==> src/hw/rtl/moa_pkg.sv <==
// ----------------------------------------------------------------------------
// moa_pkg
// Shared types, widths and codes of the multichannel oversampling averager.
// ----------------------------------------------------------------------------
package moa_pkg;

   localparam int CHANNELS   = 16;
   localparam int OVERSAMPLE = 16;
   localparam int FULL_SCALE = 4095;
   localparam int UV_PER_MV  = 1000;

   localparam int FUNC_W     = 3;
   localparam int CH_W       = 4;
   localparam int ADC_W      = 12;
   localparam int MV_W       = 16;
   localparam int UV_W       = 26;
   localparam int AGE_W      = 17;
   localparam int ACC_W      = 20;
   localparam int SCAN_W     = 8;
   localparam int CSR_IDX_W  = 2;
   localparam int CSR_DATA_W = 16;
   localparam int PROD_W     = 28;   // 16 x 12 bit product
   localparam int DIV_W      = 38;   // product times 1000 plus rounding; even
   localparam int CH_AW      = (CHANNELS > 1) ? $clog2(CHANNELS) : 1;

   localparam logic [FUNC_W-1:0] FUNC_SAMPLE  = 3'd0;
   localparam logic [FUNC_W-1:0] FUNC_ERROR   = 3'd1;
   localparam logic [FUNC_W-1:0] FUNC_TICK    = 3'd2;
   localparam logic [FUNC_W-1:0] FUNC_READ    = 3'd3;
   localparam logic [FUNC_W-1:0] FUNC_CONVERT = 3'd4;

   localparam logic [CSR_IDX_W-1:0] CSR_VREFINT_CAL  = 2'd0;
   localparam logic [CSR_IDX_W-1:0] CSR_NOMINAL_MV   = 2'd1;
   localparam logic [CSR_IDX_W-1:0] CSR_VREF_CHANNEL = 2'd2;

   localparam logic [MV_W-1:0]  NOMINAL_MV_RESET = 16'd3300;
   localparam logic [MV_W-1:0]  MV_MAX           = 16'hFFFF;
   localparam logic [UV_W-1:0]  UV_MAX           = 26'h3FF_FFFF;
   localparam logic [ADC_W-1:0] ADC_MAX          = 12'hFFF;
   localparam logic [AGE_W-1:0] AGE_MAX          = 17'h1_FFFF;

   typedef struct packed {
      logic [FUNC_W-1:0] func;
      logic [CH_W-1:0]   channel;
      logic [ADC_W-1:0]  value;
      logic              last_of_scan;
      logic [MV_W-1:0]   max_age_ms;
   } req_type;

   typedef struct packed {
      logic [ADC_W-1:0] avg_raw;
      logic [MV_W-1:0]  vdda_mv;
      logic [UV_W-1:0]  microvolts;
      logic             ready_res;
      logic             fresh;
   } rsp_type;

   typedef struct packed {
      logic [ADC_W-1:0] vrefint_cal;
      logic [MV_W-1:0]  nominal_vdda_mv;
      logic [CH_W-1:0]  vref_channel;
   } cfg_type;

endpackage

==> src/hw/rtl/multichannel_oversample_averager.sv <==
// ----------------------------------------------------------------------------
// multichannel_oversample_averager
// Per-channel oversampling averager with reference-based supply estimate.
// ----------------------------------------------------------------------------
//  channel  | ports                          | transfers
//  ---------+--------------------------------+-----------------------------------
//  request  | req_valid req_ready req_data   | sample, error, tick, read, convert
//  response | rsp_valid rsp_ready rsp_data   | one per read or convert
//  config   | csr_valid csr_ready csr_index  | register writes, always ready
//           | csr_data                       |
//
// Error and tick finish in the idle state, a sample adds an accumulator
// write; the sample closing the last scan adds a sweep of the accumulators.
// Read and convert use the shared divider for the supply estimate, skipped
// if a reference term is zero, and for microvolts, plus memory reads and multiplies.
// Reset clears control state and all memory valid bits; no clearing pass.
// A finished response waits in the output register while the next request
// is taken; the core holds a second response until that register frees.
// ----------------------------------------------------------------------------
module multichannel_oversample_averager (
   input  logic                             clock,
   input  logic                             reset,
   input  logic                             req_valid,
   output logic                             req_ready,
   input  moa_pkg::req_type                 req_data,
   output logic                             rsp_valid,
   input  logic                             rsp_ready,
   output moa_pkg::rsp_type                 rsp_data,
   input  logic                             csr_valid,
   output logic                             csr_ready,
   input  logic [moa_pkg::CSR_IDX_W-1:0]    csr_index,
   input  logic [moa_pkg::CSR_DATA_W-1:0]   csr_data
);
   import moa_pkg::*;

   cfg_type cfg_ff, cfg_in;
   logic    rsp_valid_ff, rsp_valid_in;
   rsp_type rsp_data_ff;
   logic    out_free;
   logic    res_push;
   rsp_type res_data;

   assign csr_ready = 1'b1;

   always_comb begin
      cfg_in = cfg_ff;
      if (csr_valid && csr_ready) begin
         case (csr_index)
            CSR_VREFINT_CAL:  cfg_in.vrefint_cal     = csr_data[ADC_W-1:0];
            CSR_NOMINAL_MV:   cfg_in.nominal_vdda_mv = csr_data[MV_W-1:0];
            CSR_VREF_CHANNEL: cfg_in.vref_channel    = csr_data[CH_W-1:0];
            default: begin
            end
         endcase
      end
   end

   always_ff @(posedge clock) begin
      if (reset) begin
         cfg_ff.vrefint_cal     <= '0;
         cfg_ff.nominal_vdda_mv <= NOMINAL_MV_RESET;
         cfg_ff.vref_channel    <= '0;
      end else begin
         cfg_ff <= cfg_in;
      end
   end

   // output register: free when empty or being taken this cycle
   assign out_free = !rsp_valid_ff || rsp_ready;

   always_comb begin
      rsp_valid_in = rsp_valid_ff;
      if (res_push) begin
         rsp_valid_in = 1'b1;
      end else if (rsp_ready) begin
         rsp_valid_in = 1'b0;
      end
   end

   always_ff @(posedge clock) begin
      if (reset) begin
         rsp_valid_ff <= 1'b0;
      end else begin
         rsp_valid_ff <= rsp_valid_in;
      end
   end

   always_ff @(posedge clock) begin
      if (res_push) begin
         rsp_data_ff <= res_data;
      end
   end

   assign rsp_valid = rsp_valid_ff;
   assign rsp_data  = rsp_data_ff;

   moa_core u_core (
      .clock     (clock),
      .reset     (reset),
      .cfg       (cfg_ff),
      .req_valid (req_valid),
      .req_ready (req_ready),
      .req_data  (req_data),
      .out_free  (out_free),
      .res_push  (res_push),
      .res_data  (res_data)
   );

endmodule

==> src/hw/rtl/moa_div.sv <==
// ----------------------------------------------------------------------------
// moa_div
// Iterative restoring divider, two quotient bits per cycle.
// ----------------------------------------------------------------------------
module moa_div (
   input  logic                       clock,
   input  logic                       reset,
   input  logic                       start,
   input  logic [moa_pkg::DIV_W-1:0]  dividend,
   input  logic [moa_pkg::ADC_W-1:0]  divisor,
   output logic                       busy,
   output logic                       done,
   output logic [moa_pkg::DIV_W-1:0]  quotient
);
   import moa_pkg::*;

   localparam int STEPS  = DIV_W / 2;
   localparam int STEP_W = $clog2(STEPS + 1);

   logic [DIV_W-1:0]  dq_ff;
   logic [DIV_W-1:0]  dq_in;
   logic [ADC_W-1:0]  rem_ff;
   logic [ADC_W-1:0]  rem_in;
   logic [ADC_W-1:0]  dvs_ff;
   logic [STEP_W-1:0] cnt_ff;
   logic              done_ff;
   logic [ADC_W:0]    trial;

   // dividend bits shift out at the top, quotient bits shift in at the bottom
   always_comb begin
      rem_in = rem_ff;
      dq_in  = dq_ff;
      trial  = '0;
      for (int k = 0; k < 2; k++) begin
         trial = {rem_in, dq_in[DIV_W-1]};
         dq_in = {dq_in[DIV_W-2:0], 1'b0};
         if (trial >= {1'b0, dvs_ff}) begin
            rem_in   = ADC_W'(trial - {1'b0, dvs_ff});
            dq_in[0] = 1'b1;
         end else begin
            rem_in = trial[ADC_W-1:0];
         end
      end
   end

   always_ff @(posedge clock) begin
      if (reset) begin
         cnt_ff  <= '0;
         done_ff <= 1'b0;
      end else begin
         done_ff <= 1'b0;
         if (start) begin
            cnt_ff <= STEP_W'(STEPS);
         end else if (cnt_ff != '0) begin
            cnt_ff <= cnt_ff - 1'b1;
            if (cnt_ff == STEP_W'(1)) begin
               done_ff <= 1'b1;
            end
         end
      end
   end

   always_ff @(posedge clock) begin
      if (start) begin
         dq_ff  <= dividend;
         rem_ff <= '0;
         dvs_ff <= divisor;
      end else if (cnt_ff != '0) begin
         dq_ff  <= dq_in;
         rem_ff <= rem_in;
      end
   end

   assign busy     = (cnt_ff != '0);
   assign done     = done_ff;
   assign quotient = dq_ff;

endmodule

==> src/hw/rtl/moa_core.sv <==
// ----------------------------------------------------------------------------
// moa_core
// Sequencer around the accumulator and average memories, supply estimate
// and microvolt conversion through the shared divider.
// ----------------------------------------------------------------------------
module moa_core (
   input  logic              clock,
   input  logic              reset,
   input  moa_pkg::cfg_type  cfg,
   input  logic              req_valid,
   output logic              req_ready,
   input  moa_pkg::req_type  req_data,
   input  logic              out_free,
   output logic              res_push,
   output moa_pkg::rsp_type  res_data
);
   import moa_pkg::*;

   localparam logic [3:0] S_IDLE   = 4'd0;
   localparam logic [3:0] S_ACC_WR = 4'd1;
   localparam logic [3:0] S_SWEEP  = 4'd2;
   localparam logic [3:0] S_VREF   = 4'd3;
   localparam logic [3:0] S_MV_MUL = 4'd4;
   localparam logic [3:0] S_MV_DIV = 4'd5;
   localparam logic [3:0] S_RAW    = 4'd6;
   localparam logic [3:0] S_UV_MUL = 4'd7;
   localparam logic [3:0] S_UV_DIV = 4'd8;
   localparam logic [3:0] S_OUT    = 4'd9;

   localparam int SWP_W = $clog2(CHANNELS + 1);
   localparam logic [SWP_W-1:0]  SWP_LIMIT  = SWP_W'(CHANNELS);
   localparam logic [CH_W:0]     CH_LIMIT   = (CH_W + 1)'(CHANNELS);
   localparam logic [SCAN_W:0]   SCAN_LIMIT = (SCAN_W + 1)'(OVERSAMPLE);

   // control state
   logic [3:0]        state_ff, state_in;
   logic [SCAN_W-1:0] scan_ff, scan_in;
   logic              ready_ff, ready_in;
   logic [AGE_W-1:0]  age_ff, age_in;
   logic [SWP_W-1:0]  sweep_cnt_ff, sweep_cnt_in;
   logic              sweep_pend_ff, sweep_pend_in;

   // payload
   req_type           req_ff;
   logic [CH_AW-1:0]  sweep_idx_ff, sweep_idx_in;
   logic [ADC_W-1:0]  now_ff, now_in;
   logic [PROD_W-1:0] prod_ff, prod_in;
   logic [MV_W-1:0]   mv_ff, mv_in;
   logic [ADC_W-1:0]  avg_out_ff, avg_out_in;
   logic [PROD_W-1:0] num_ff, num_in;
   logic [UV_W-1:0]   uv_ff, uv_in;

   // memories
   logic [ACC_W-1:0]    acc_mem [CHANNELS];
   logic [CHANNELS-1:0] acc_vld_ff;
   logic [ACC_W-1:0]    acc_rdata_ff;
   logic                acc_rvld_ff;
   logic                acc_rd_en, acc_wr_en, acc_clr_en;
   logic [CH_AW-1:0]    acc_rd_addr, acc_wr_addr, acc_clr_addr;
   logic [ACC_W-1:0]    acc_wr_data;

   logic [ADC_W-1:0]    avg_mem [CHANNELS];
   logic [CHANNELS-1:0] avg_vld_ff;
   logic [ADC_W-1:0]    avg_rdata_ff;
   logic                avg_rvld_ff;
   logic                avg_rd_en, avg_wr_en;
   logic [CH_AW-1:0]    avg_rd_addr, avg_wr_addr;
   logic [ADC_W-1:0]    avg_wr_data;

   // divider
   logic              div_start, div_busy, div_done;
   logic [DIV_W-1:0]  div_dividend, div_quot;
   logic [ADC_W-1:0]  div_divisor;

   // datapath terms
   logic              accept;
   logic              ch_ok_new, ch_ok, vref_ok;
   logic [ACC_W-1:0]  acc_eff, acc_quo;
   logic [ADC_W-1:0]  avg_clamp, now_eff, avg_sel, raw;
   logic [SCAN_W:0]   scan_next;

   assign accept    = req_valid && req_ready;
   assign req_ready = (state_ff == S_IDLE);
   assign ch_ok_new = ({1'b0, req_data.channel} < CH_LIMIT);
   assign ch_ok     = ({1'b0, req_ff.channel} < CH_LIMIT);
   assign vref_ok   = ({1'b0, cfg.vref_channel} < CH_LIMIT);

   assign acc_eff   = acc_rvld_ff ? acc_rdata_ff : '0;
   assign acc_quo   = acc_eff / ACC_W'(OVERSAMPLE);
   assign avg_clamp = (acc_quo > ACC_W'(ADC_MAX)) ? ADC_MAX : acc_quo[ADC_W-1:0];
   assign now_eff   = (vref_ok && avg_rvld_ff) ? avg_rdata_ff : '0;
   assign avg_sel   = (req_ff.func == FUNC_READ && ch_ok && avg_rvld_ff) ? avg_rdata_ff : '0;
   assign raw       = (req_ff.func == FUNC_READ) ? avg_sel : req_ff.value;
   assign scan_next = {1'b0, scan_ff} + 1'b1;

   always_comb begin
      state_in      = state_ff;
      scan_in       = scan_ff;
      ready_in      = ready_ff;
      age_in        = age_ff;
      sweep_cnt_in  = sweep_cnt_ff;
      sweep_pend_in = 1'b0;
      sweep_idx_in  = sweep_idx_ff;
      now_in        = now_ff;
      prod_in       = prod_ff;
      mv_in         = mv_ff;
      avg_out_in    = avg_out_ff;
      num_in        = num_ff;
      uv_in         = uv_ff;

      acc_rd_en    = 1'b0;
      acc_rd_addr  = req_ff.channel[CH_AW-1:0];
      acc_wr_en    = 1'b0;
      acc_wr_addr  = req_ff.channel[CH_AW-1:0];
      acc_wr_data  = acc_eff + ACC_W'(req_ff.value);
      acc_clr_en   = 1'b0;
      acc_clr_addr = sweep_idx_ff;
      avg_rd_en    = 1'b0;
      avg_rd_addr  = req_ff.channel[CH_AW-1:0];
      avg_wr_en    = 1'b0;
      avg_wr_addr  = sweep_idx_ff;
      avg_wr_data  = avg_clamp;

      div_start    = 1'b0;
      div_dividend = DIV_W'(prod_ff) + DIV_W'(now_ff >> 1);
      div_divisor  = now_ff;

      case (state_ff)
         S_IDLE: begin
            if (accept) begin
               case (req_data.func)
                  FUNC_SAMPLE: begin
                     acc_rd_en   = ch_ok_new;
                     acc_rd_addr = req_data.channel[CH_AW-1:0];
                     state_in    = S_ACC_WR;
                  end
                  FUNC_ERROR: begin
                     ready_in = 1'b0;
                  end
                  FUNC_TICK: begin
                     if (age_ff != AGE_MAX) begin
                        age_in = age_ff + 1'b1;
                     end
                  end
                  FUNC_READ, FUNC_CONVERT: begin
                     avg_rd_en   = 1'b1;
                     avg_rd_addr = cfg.vref_channel[CH_AW-1:0];
                     state_in    = S_VREF;
                  end
                  default: begin
                  end
               endcase
            end
         end
         S_ACC_WR: begin
            acc_wr_en = ch_ok;
            state_in  = S_IDLE;
            if (req_ff.last_of_scan) begin
               if (scan_next >= SCAN_LIMIT) begin
                  sweep_cnt_in = '0;
                  state_in     = S_SWEEP;
               end else begin
                  scan_in = scan_next[SCAN_W-1:0];
               end
            end
         end
         S_SWEEP: begin
            // read entry n while writing back entry n-1
            if (sweep_cnt_ff != SWP_LIMIT) begin
               acc_rd_en     = 1'b1;
               acc_rd_addr   = sweep_cnt_ff[CH_AW-1:0];
               sweep_pend_in = 1'b1;
               sweep_idx_in  = sweep_cnt_ff[CH_AW-1:0];
               sweep_cnt_in  = sweep_cnt_ff + 1'b1;
            end else begin
               scan_in  = '0;
               age_in   = '0;
               ready_in = 1'b1;
               state_in = S_IDLE;
            end
            if (sweep_pend_ff) begin
               avg_wr_en  = 1'b1;
               acc_clr_en = 1'b1;
            end
         end
         S_VREF: begin
            if (now_eff == '0 || cfg.vrefint_cal == '0) begin
               mv_in     = cfg.nominal_vdda_mv;
               avg_rd_en = 1'b1;
               state_in  = S_RAW;
            end else begin
               now_in   = now_eff;
               prod_in  = PROD_W'(cfg.nominal_vdda_mv) * PROD_W'(cfg.vrefint_cal);
               state_in = S_MV_MUL;
            end
         end
         S_MV_MUL: begin
            div_start = 1'b1;
            state_in  = S_MV_DIV;
         end
         S_MV_DIV: begin
            if (div_done) begin
               mv_in     = (div_quot > DIV_W'(MV_MAX)) ? MV_MAX : div_quot[MV_W-1:0];
               avg_rd_en = 1'b1;
               state_in  = S_RAW;
            end
         end
         S_RAW: begin
            avg_out_in = avg_sel;
            num_in     = PROD_W'(raw) * PROD_W'(mv_ff);
            state_in   = S_UV_MUL;
         end
         S_UV_MUL: begin
            // round to nearest: (raw * mv * 1000 + FULL_SCALE / 2) / FULL_SCALE
            div_start    = 1'b1;
            div_dividend = DIV_W'(num_ff) * DIV_W'(UV_PER_MV) + DIV_W'(FULL_SCALE / 2);
            div_divisor  = ADC_W'(FULL_SCALE);
            state_in     = S_UV_DIV;
         end
         S_UV_DIV: begin
            if (div_done) begin
               uv_in    = (div_quot > DIV_W'(UV_MAX)) ? UV_MAX : div_quot[UV_W-1:0];
               state_in = S_OUT;
            end
         end
         S_OUT: begin
            if (out_free) begin
               state_in = S_IDLE;
            end
         end
         default: begin
            state_in = S_IDLE;
         end
      endcase
   end

   always_ff @(posedge clock) begin
      if (reset) begin
         state_ff      <= S_IDLE;
         scan_ff       <= '0;
         ready_ff      <= 1'b0;
         age_ff        <= '0;
         sweep_cnt_ff  <= '0;
         sweep_pend_ff <= 1'b0;
      end else begin
         state_ff      <= state_in;
         scan_ff       <= scan_in;
         ready_ff      <= ready_in;
         age_ff        <= age_in;
         sweep_cnt_ff  <= sweep_cnt_in;
         sweep_pend_ff <= sweep_pend_in;
      end
   end

   always_ff @(posedge clock) begin
      if (accept) begin
         req_ff <= req_data;
      end
      sweep_idx_ff <= sweep_idx_in;
      now_ff       <= now_in;
      prod_ff      <= prod_in;
      mv_ff        <= mv_in;
      avg_out_ff   <= avg_out_in;
      num_ff       <= num_in;
      uv_ff        <= uv_in;
   end

   // accumulator memory, entries read as zero until written after reset or a sweep
   always_ff @(posedge clock) begin
      if (acc_wr_en) begin
         acc_mem[acc_wr_addr] <= acc_wr_data;
      end
      if (acc_rd_en) begin
         acc_rdata_ff <= acc_mem[acc_rd_addr];
         acc_rvld_ff  <= acc_vld_ff[acc_rd_addr];
      end
   end

   always_ff @(posedge clock) begin
      if (reset) begin
         acc_vld_ff <= '0;
      end else begin
         if (acc_wr_en) begin
            acc_vld_ff[acc_wr_addr] <= 1'b1;
         end
         if (acc_clr_en) begin
            acc_vld_ff[acc_clr_addr] <= 1'b0;
         end
      end
   end

   // average memory
   always_ff @(posedge clock) begin
      if (avg_wr_en) begin
         avg_mem[avg_wr_addr] <= avg_wr_data;
      end
      if (avg_rd_en) begin
         avg_rdata_ff <= avg_mem[avg_rd_addr];
         avg_rvld_ff  <= avg_vld_ff[avg_rd_addr];
      end
   end

   always_ff @(posedge clock) begin
      if (reset) begin
         avg_vld_ff <= '0;
      end else if (avg_wr_en) begin
         avg_vld_ff[avg_wr_addr] <= 1'b1;
      end
   end

   moa_div u_div (
      .clock    (clock),
      .reset    (reset),
      .start    (div_start),
      .dividend (div_dividend),
      .divisor  (div_divisor),
      .busy     (div_busy),
      .done     (div_done),
      .quotient (div_quot)
   );

   assign res_push            = (state_ff == S_OUT) && out_free;
   assign res_data.avg_raw    = avg_out_ff;
   assign res_data.vdda_mv    = mv_ff;
   assign res_data.microvolts = uv_ff;
   assign res_data.ready_res  = ready_ff;
   assign res_data.fresh      = ready_ff && (age_ff <= AGE_W'(req_ff.max_age_ms));

   assert property (@(posedge clock) disable iff (reset) div_start |-> !div_busy)
      else $error("divider started while busy");

   assert property (@(posedge clock) disable iff (reset)
      div_done |-> (state_ff == S_MV_DIV || state_ff == S_UV_DIV))
      else $error("divider finished outside a divide wait");

   assert property (@(posedge clock) disable iff (reset) {1'b0, scan_ff} < SCAN_LIMIT)
      else $error("scan count reached the oversample ratio");

   assert property (@(posedge clock) disable iff (reset)
      (state_ff == S_SWEEP && sweep_cnt_ff == SWP_LIMIT)
      |=> (ready_ff && age_ff == '0 && scan_ff == '0))
      else $error("sweep end did not restart averaging state");

   assert property (@(posedge clock) disable iff (reset)
      (acc_wr_en || acc_clr_en) |-> !(state_ff == S_VREF || state_ff == S_RAW))
      else $error("accumulator touched during a read or convert");

endmodule

==> config.mk <==
export PLATFORM = sky130hd
export DESIGN_NAME = multichannel_oversample_averager
export DESIGN_NICKNAME = d
export VERILOG_FILES = /design/src/hw/rtl/moa_pkg.sv /design/src/hw/rtl/multichannel_oversample_averager.sv /design/src/hw/rtl/moa_div.sv /design/src/hw/rtl/moa_core.sv
export SDC_FILE = /design/constraint.sdc
export NUM_CORES = 2
export LEC_CHECK = 0
export BUFFER_PORTS_ARGS = -buffer_cell sky130_fd_sc_hd__buf_2
export CAP_MARGIN = 20
export CORE_MARGIN = 2
export CORE_UTILIZATION = 40
export CTS_CLUSTER_SIZE = 24
export DETAILED_ROUTE_END_ITERATION = 7
export PLACE_DENSITY = 0.67
export SYNTH_ARGS = -nofsm -noshare
export SYNTH_HDL_FRONTEND = slang
export SYNTH_SLANG_ARGS = --single-unit
==> constraint.sdc <==
create_clock -name clock -period 7.09 [get_ports clock]
set_input_delay 0.3545 -clock clock [delete_from_list [all_inputs] [get_ports clock]]
set_output_delay 0.3545 -clock clock [all_outputs]
set_load 0.02 [all_outputs]
-- Yosys cells after proc, flatten, opt, wreduce, memory -nomap -nowiden
Memory sizes are Yosys's and may differ from the RTL's. A register that Yosys moved wholly into a read port is not among the register bits.
Index checks and enable logic that the tools add are counted.
- add/sub/neg operators: 9
- multiply operators: 3
- magnitude comparators: 13
- equal/unequal tests: 33
- mux-type cells: 83
- bitwise logic cells: 7
- reductions and logical operators: 37
- operators with widths (operator ; number):
    $mux 38 ; 3
    $mux 16 ; 6
    $mux 12 ; 6
    $mux 17 ; 4
    $mux 4 ; 12
    $pmux 4 s10 ; 1
    $add 38x11->38 const B ; 1
    $gt 38x16->1 const B ; 1
    $gt 38x26->1 const B ; 1
    $mul 28x7->35 const B ; 1
    $pmux 17 s2 ; 1
    $or 16x16->16 ; 2
    $pmux 16 s2 ; 1
    $add 28x11->29 ; 1
    $mul 12x16->28 ; 1
    $mul 16x12->28 ; 1
    $mux 1 ; 27
    $ge 13x12->1 ; 2
    $mux 5 ; 5
    $logic_not 12->1 ; 2
    $mux 8 ; 3
    $sub 12x12->12 ; 2
    $add 20x12->20 ; 1
    $lt 4x5->1 const B ; 4
    other kinds (50) ; 96
- flip-flop bits (word level): 389
- RAM bits: 512
- output and inout port bits: 59
- word-level logic and storage cells: 224
- memories: 2
- memories (memory ; words ; width ; rd ports ; clocked after memory_dff ; write ports ; line ; source):
    u_core.acc_mem ; 16 ; 20 ; 1 ; 1 ; 1 ; moa_core.sv:54 ; logic [ACC_W-1:0] acc_mem [CHANNELS];
    u_core.avg_mem ; 16 ; 12 ; 1 ; 1 ; 1 ; moa_core.sv:62 ; logic [ADC_W-1:0] avg_mem [CHANNELS];

-- Logic depth before layout (Yosys ltp)
- depth after elaboration: 9
- depth in mapped cells: 27
- gate-level depth less buffers: 26

-- Modules after synthesis
A second synthesis with hierarchy kept.
- cells, all modules: 4762
- area, all modules: 57594.0 sq um
- modules (own cells, without submodules) (module ; instances ; cells an instance ; area each (sq um) ; seq. area each (sq um)):
    moa_core ; 1 ; 4187 ; 50367.1 ; 22621.7
    moa_div ; 1 ; 380 ; 4140.2 ; 1861.8
    multichannel_oversample_averager ; 1 ; 195 ; 3086.7 ; 2342.2

-- Worst setup path before layout
OpenSTA, ideal clock, no wires.
- kind: reg-to-reg
- start point: register u_core.req_ff[35] (netlist name)
- end point: register u_core.num_ff[22] (data pin)
- setup time: 0.258 ns
- data arrival time: 6.211 ns
- setup slack: 0.622 ns
- cell stages (with the launch flop): 27
- buffers on the path: 2
- period minus slack after synthesis: 6.468 ns
- cell sequence: edfxtp_1 nand3b_1 nor2_1 clkbuf_1 and2_1 a21o_1 clkbuf_1 nand2_1 fa_1 fa_1 fa_1 inv_1 fa_1 inv_1 fa_1 inv_1 ha_1 a21o_1 a21oi_1 nand2_1 o21ai_1 a31oi_1 o41ai_1 o211ai_1 a21o_1 a21oi_1 xnor2_1
- word-level cells in the longest chain between the ends: 5
- RTL lines (item ; line ; source):
    start: declaration ; moa_core.sv:44 ; req_type req_ff;
    start signal: assignment ; moa_core.sv:257 ; req_ff <= req_data;
    $eq 3x2->1 ; moa_core.sv:92 ; assign avg_sel = (req_ff.func == FUNC_READ && ch_ok && avg_rvld_ff) ? avg_rdata_ff : '0;
    $logic_and 1x1->1 ; moa_core.sv:92 ;
    $mux 12 ; moa_core.sv:92 ;
    named net u_core.avg_sel[5] ; moa_core.sv:79 ; logic [ADC_W-1:0] avg_clamp, now_eff, avg_sel, raw;
    $mux 12 ; moa_core.sv:93 ; assign raw = (req_ff.func == FUNC_READ) ? avg_sel : req_ff.value;
    $mul 12x16->28 ; moa_core.sv:210 ; num_in = PROD_W'(raw) * PROD_W'(mv_ff);
    end signal: assignment ; moa_core.sv:264 ; num_ff <= num_in;
    end: declaration ; moa_core.sv:50 ; logic [PROD_W-1:0] num_ff, num_in;
The timed path passes the listed nets, and every way through them passes these cells.
A chain may end at the register's enable or synchronous reset.

-- Final worst setup path
- start point: register cfg_ff[31] (netlist name)
- end point: register u_core.prod_ff[25] (data pin)
- word-level cells in the longest chain between the ends: 1
- RTL lines (item ; line ; source):
    start: declaration ; multichannel_oversample_averager.sv:36 ; cfg_type cfg_ff, cfg_in;
    start signal: assignment ; multichannel_oversample_averager.sv:64 ; cfg_ff <= cfg_in;
    $mul 16x12->28 ; moa_core.sv:193 ; prod_in = PROD_W'(cfg.nominal_vdda_mv) * PROD_W'(cfg.vrefint_cal);
    end signal: assignment ; moa_core.sv:261 ; prod_ff <= prod_in;
    end: declaration ; moa_core.sv:47 ; logic [PROD_W-1:0] prod_ff, prod_in;
Every way passes these cells.

==> qor.csv <==
stage,metric,value,unit
clock_network,clk_lat worst skew,740,ps
drt,DR vias/cell,5.305,
placed_design,Placed Cells,6740,
global_route,first-pass GRT wire length,216000,µm
global_route,Overflow after GRT,0,
sta,Slew headroom,26.58,%
floorplan,core footprint,0.1395,mm²
power,peak supply drop,0.8447,mV
floorplan,width of the die,379.0,µm
sta,Final Setup Violations,0,
sta,Final min period,6559,ps
worst_setup_path,worst-path maximum fanout,18,
synth,sequential area share after synthesis,47.70,%
placed_design,DP Wirelength,96500,µm
drt,DR iter-0 viols,2985,
worst_setup_path,critical path type,flip-flop to flip-flop,
synth,dominant cell type by area after synthesis,edfxtp_1,
drt,router iterations before antenna repair,6,
finish,final net count,5752,
finish,area occupied by multi-input gates,0.02679,mm²
floorplan,DIE AREA,0.1436,mm²
sta,worst setup margin,531.0,ps
sta,Final period util,92.51,%
clock_network,clock root buffer,clkbuf_16,
synth,Area contributors post-synth,"edfxtp_1 (43%), fa_1 (14%), ha_1 (6.3%)",
floorplan,Rows,137,
worst_setup_path,Critical Path End Type,flip-flop,
finish,Area Growth Syn to Fin,12.73,%
power,leakage,25.00,nW
finish,filler-free cell count of the finished design,6990,
sta,Fmax,152.5,MHz
worst_hold_path,HP Class,primary input to flip-flop,
sta,final hold violations,0,
drt,Final ANT Viol Nets,0,
worst_setup_path,CP required,7550,ps
clock_network,# H-tree levels,3,
synth,ys async rst share,0,%
clock_network,clk slew on worst S/H paths,70,ps
clock_network,TritonCTS Buffers,101,
placed_design,Final GP Congestion,0.8773,
placed_design,dpl ws,442.5,ps
worst_hold_path,Hold Crit Depth,5,
synth,synth warn,0,
floorplan,# IOs,118,
sta,max-slew violations,0,
synth,Post-Syn Nets,5595,
synth,post-synthesis average cell area,11.55,µm²
synth,synth unique cells,96,
sta,Fin Clk Skew,69.04,ps
finish,register area,0.02683,mm²
worst_hold_path,Worst Hold Endpoint,u_core.state_ff[0],
global_route,vias in the first global route,37220,
clock_network,clk sinks,933,
worst_setup_path,reg-to-reg endpoint,u_core.prod_ff[25],
synth,Seq cells post-synth,933,
global_route,initial antenna violation count,8,
clock_network,CTS tree,done,
worst_setup_path,crit path DAT,7020,ps
synth,Yosys top cell area share,43.46,%
drt,Vias,37090,
finish,filler cell count,12620,
sta,actual slew at the worst max-slew pin,1100,ps
clock_network,postcts setup bufs,0,
power,PwrDens,412.2,mW/mm²
drt,Post-route DRC,0,
floorplan,Die Y,379.0,µm
worst_setup_path,FF-to-FF setup slack,530,ps
sta,smallest hold slack,213.8,ps
sta,setup TNS,0,ps
drt,DRT Wirelength,140600,µm
worst_setup_path,worst reg2reg startpoint,cfg_ff[31],
global_route,GRT Resource Usage Total,19.57,%
sta,RSZ-0062 raised after global routing,false,
floorplan,Initial Util,40.31,%
synth,"Cell Area, Synth",0.05624,mm²
global_route,largest net degree at the start of global routing,169,
synth,Post-Synthesis Cells,4868,
run,MaxCap Viol Count,0,
synth,Post-synth EDFFs,814,
worst_hold_path,hold path start,req_valid,
clock_network,Max clock buf depth,3,
run_status,status,completed,
placed_design,Port Buffers,116,
synth,ys flop type,edfxtp_1,
drt,post-DR wirelength/cell,20.12,µm
worst_setup_path,R2R cell count,20,
worst_setup_path,Startpoint Class,flip-flop,
finish,layout cells sized above 1,10.76,%
## where the power goes
| part | internal [mW] | total, mW | switching (mW) | leakage [nW] |
|---|---|---|---|---|
| sequential | 7.44 | 7.80 | 0.358 | 8.28 |
| combinational | 5.13 | 12.8 | 7.70 | 15.0 |
| clock | 3.23 | 5.50 | 2.27 | 1.71 |
| total | 15.8 | 26.1 | 10.3 | 25.0 |
## placed cells by master, fill, tap and decap left out, drive strengths merged, types with 88 or more instances in the layout
master / synthesis / final
dfxtp: 119 / 119
buf: 24 / 220
o21ai: 100 / 100
a211oi: 134 / 134
nand2: 626 / 626
nor2: 240 / 240
fa: 386 / 386
edfxtp: 814 / 814
clkbuf: 194 / 133
and2: 268 / 268
xnor2: 88 / 88
ha: 282 / 282
inv: 538 / 544
a21oi: 186 / 186
## routing by layer
metal / up-vias / part of all wire (%) / GRT usage, %
li1: 17220 / - / -
met1: 18550 / 42 / 25.18
met3: 225 / 5.9 / 3.330
met4: 4 / 3.1 / 6.222
met5: - / 0.020 / 0
met2: 1084 / 49 / 33.52
## worst max-delay path, stage by stage, from the launching register on
cell       delay, ps
dfxtp_1          790
nand2_1          170
fa_1             550
fa_1             560
inv_1             60
fa_1             530
inv_1             60
fa_1             530
inv_1             60
fa_1             470
ha_1             410
a21o_1           190
a21o_1           190
o21ai_1          190
o211ai_1         190
a21oi_1          230
a31oi_1          170
a21o_1           230
a2111oi_0        420
nor3_1           130
xor2_1           160
## final cells by class
| type | instances | share of cell area (%) |
|---|---|---|
| Clock inverter | 58 | 1.072 |
| Tap cell | 1876 | 3.702 |
| Inverter | 538 | 3.185 |
| Multi-Input combinational cell | 3179 | 42.25 |
| Timing Repair Buffer | 272 | 3.019 |
| Sequential cell | 933 | 42.31 |
| Clock buffer | 133 | 4.456 |
| Antenna cell | 1 | 0.003947 |
## state kept, by name, indices dropped and copies added (netlist names), 16 cells and up
name                   flops
cfg_ff                    32
u_core.mv_ff              16
u_core.req_ff             32
u_core.num_ff             28
u_core.acc_vld_ff         16
rsp_data                  56
u_core.acc_mem           320
u_core.age_ff             17
u_core.acc_rdata_ff       20
u_core.avg_mem           192
u_core.u_div.quotient     38
u_core.uv_ff              26
u_core.avg_vld_ff         16
u_core.prod_ff            28
## how the worst max path moves through the flow
stage | start | to | slack [ps]
after floorplan | u_core.req_ff[35] | u_core.num_ff[22] | 620
after global placement | u_core.req_ff[35] | u_core.num_ff[22] | 470
after detailed placement | u_core.req_ff[35] | u_core.num_ff[22] | 440
after CTS | u_core.req_ff[35] | u_core.num_ff[22] | 360
after global routing | u_core.req_ff[35] | u_core.num_ff[21] | 60
final | cfg_ff[31] | u_core.prod_ff[25] | 530
## cell families (layout without fill, tap and decap cells)
family | count (synthesis) | after routing | share of synthesized area [%]
multiplexers | 94 | 94 | 2.848
buffers and inverters | 756 | 1001 | 5.121
AO/OA/AOI/OAI | 739 | 739 | 8.903
XOR/XNOR | 157 | 157 | 2.445
adder cells (fa/ha/maj) | 668 | 668 | 20.01
other | 1 | 2 | 0.006668
AND/OR/NAND/NOR | 1520 | 1520 | 12.96
flip-flops | 933 | 933 | 47.70
## what timing repair did
| action | in CTS | in global routing |
|---|---|---|
| setup endpoints to repair | 0 | 1 |
| gates resized for setup | 0 | 1 |
| hold endpoints to repair | 67 | 0 |
| hold buffers | 52 | 0 |
## synthesized netlist by cell type (23+ instances only)
master      n
nand3_1    70
nor2b_1    25
a21o_1     49
xnor2_1    88
mux4_2     52
fa_1      386
nor3_1     70
nor2_1    239
a311oi_1   45
nand4_1    37
clkbuf_1  194
or2_2      31
xor2_1     69
a31oi_1    66
ha_1      282
nand2_1   625
a21oi_1   186
o21ai_1    23
and2_1    256
a211oi_1  133
dfxtp_1   119
o21ai_0    75
edfxtp_1  814
mux2i_1    34
inv_1     536
nand2b_1   44
## stage by stage
| stage | utilization (%) | cell area (µm²) | power [mW] |
|---|---|---|---|
| after floorplan | - | 56240 | 17.48 |
| after global placement | 42.50 | 59310 | 20.33 |
| after detailed placement | 42.51 | 59310 | 20.59 |
| after CTS | 45.39 | 63340 | 26.20 |
| after global routing | 45.44 | 63400 | 28.19 |
| final | 45.44 | 63400 | 26.14 |
Power figures use the tool's default switching activity.
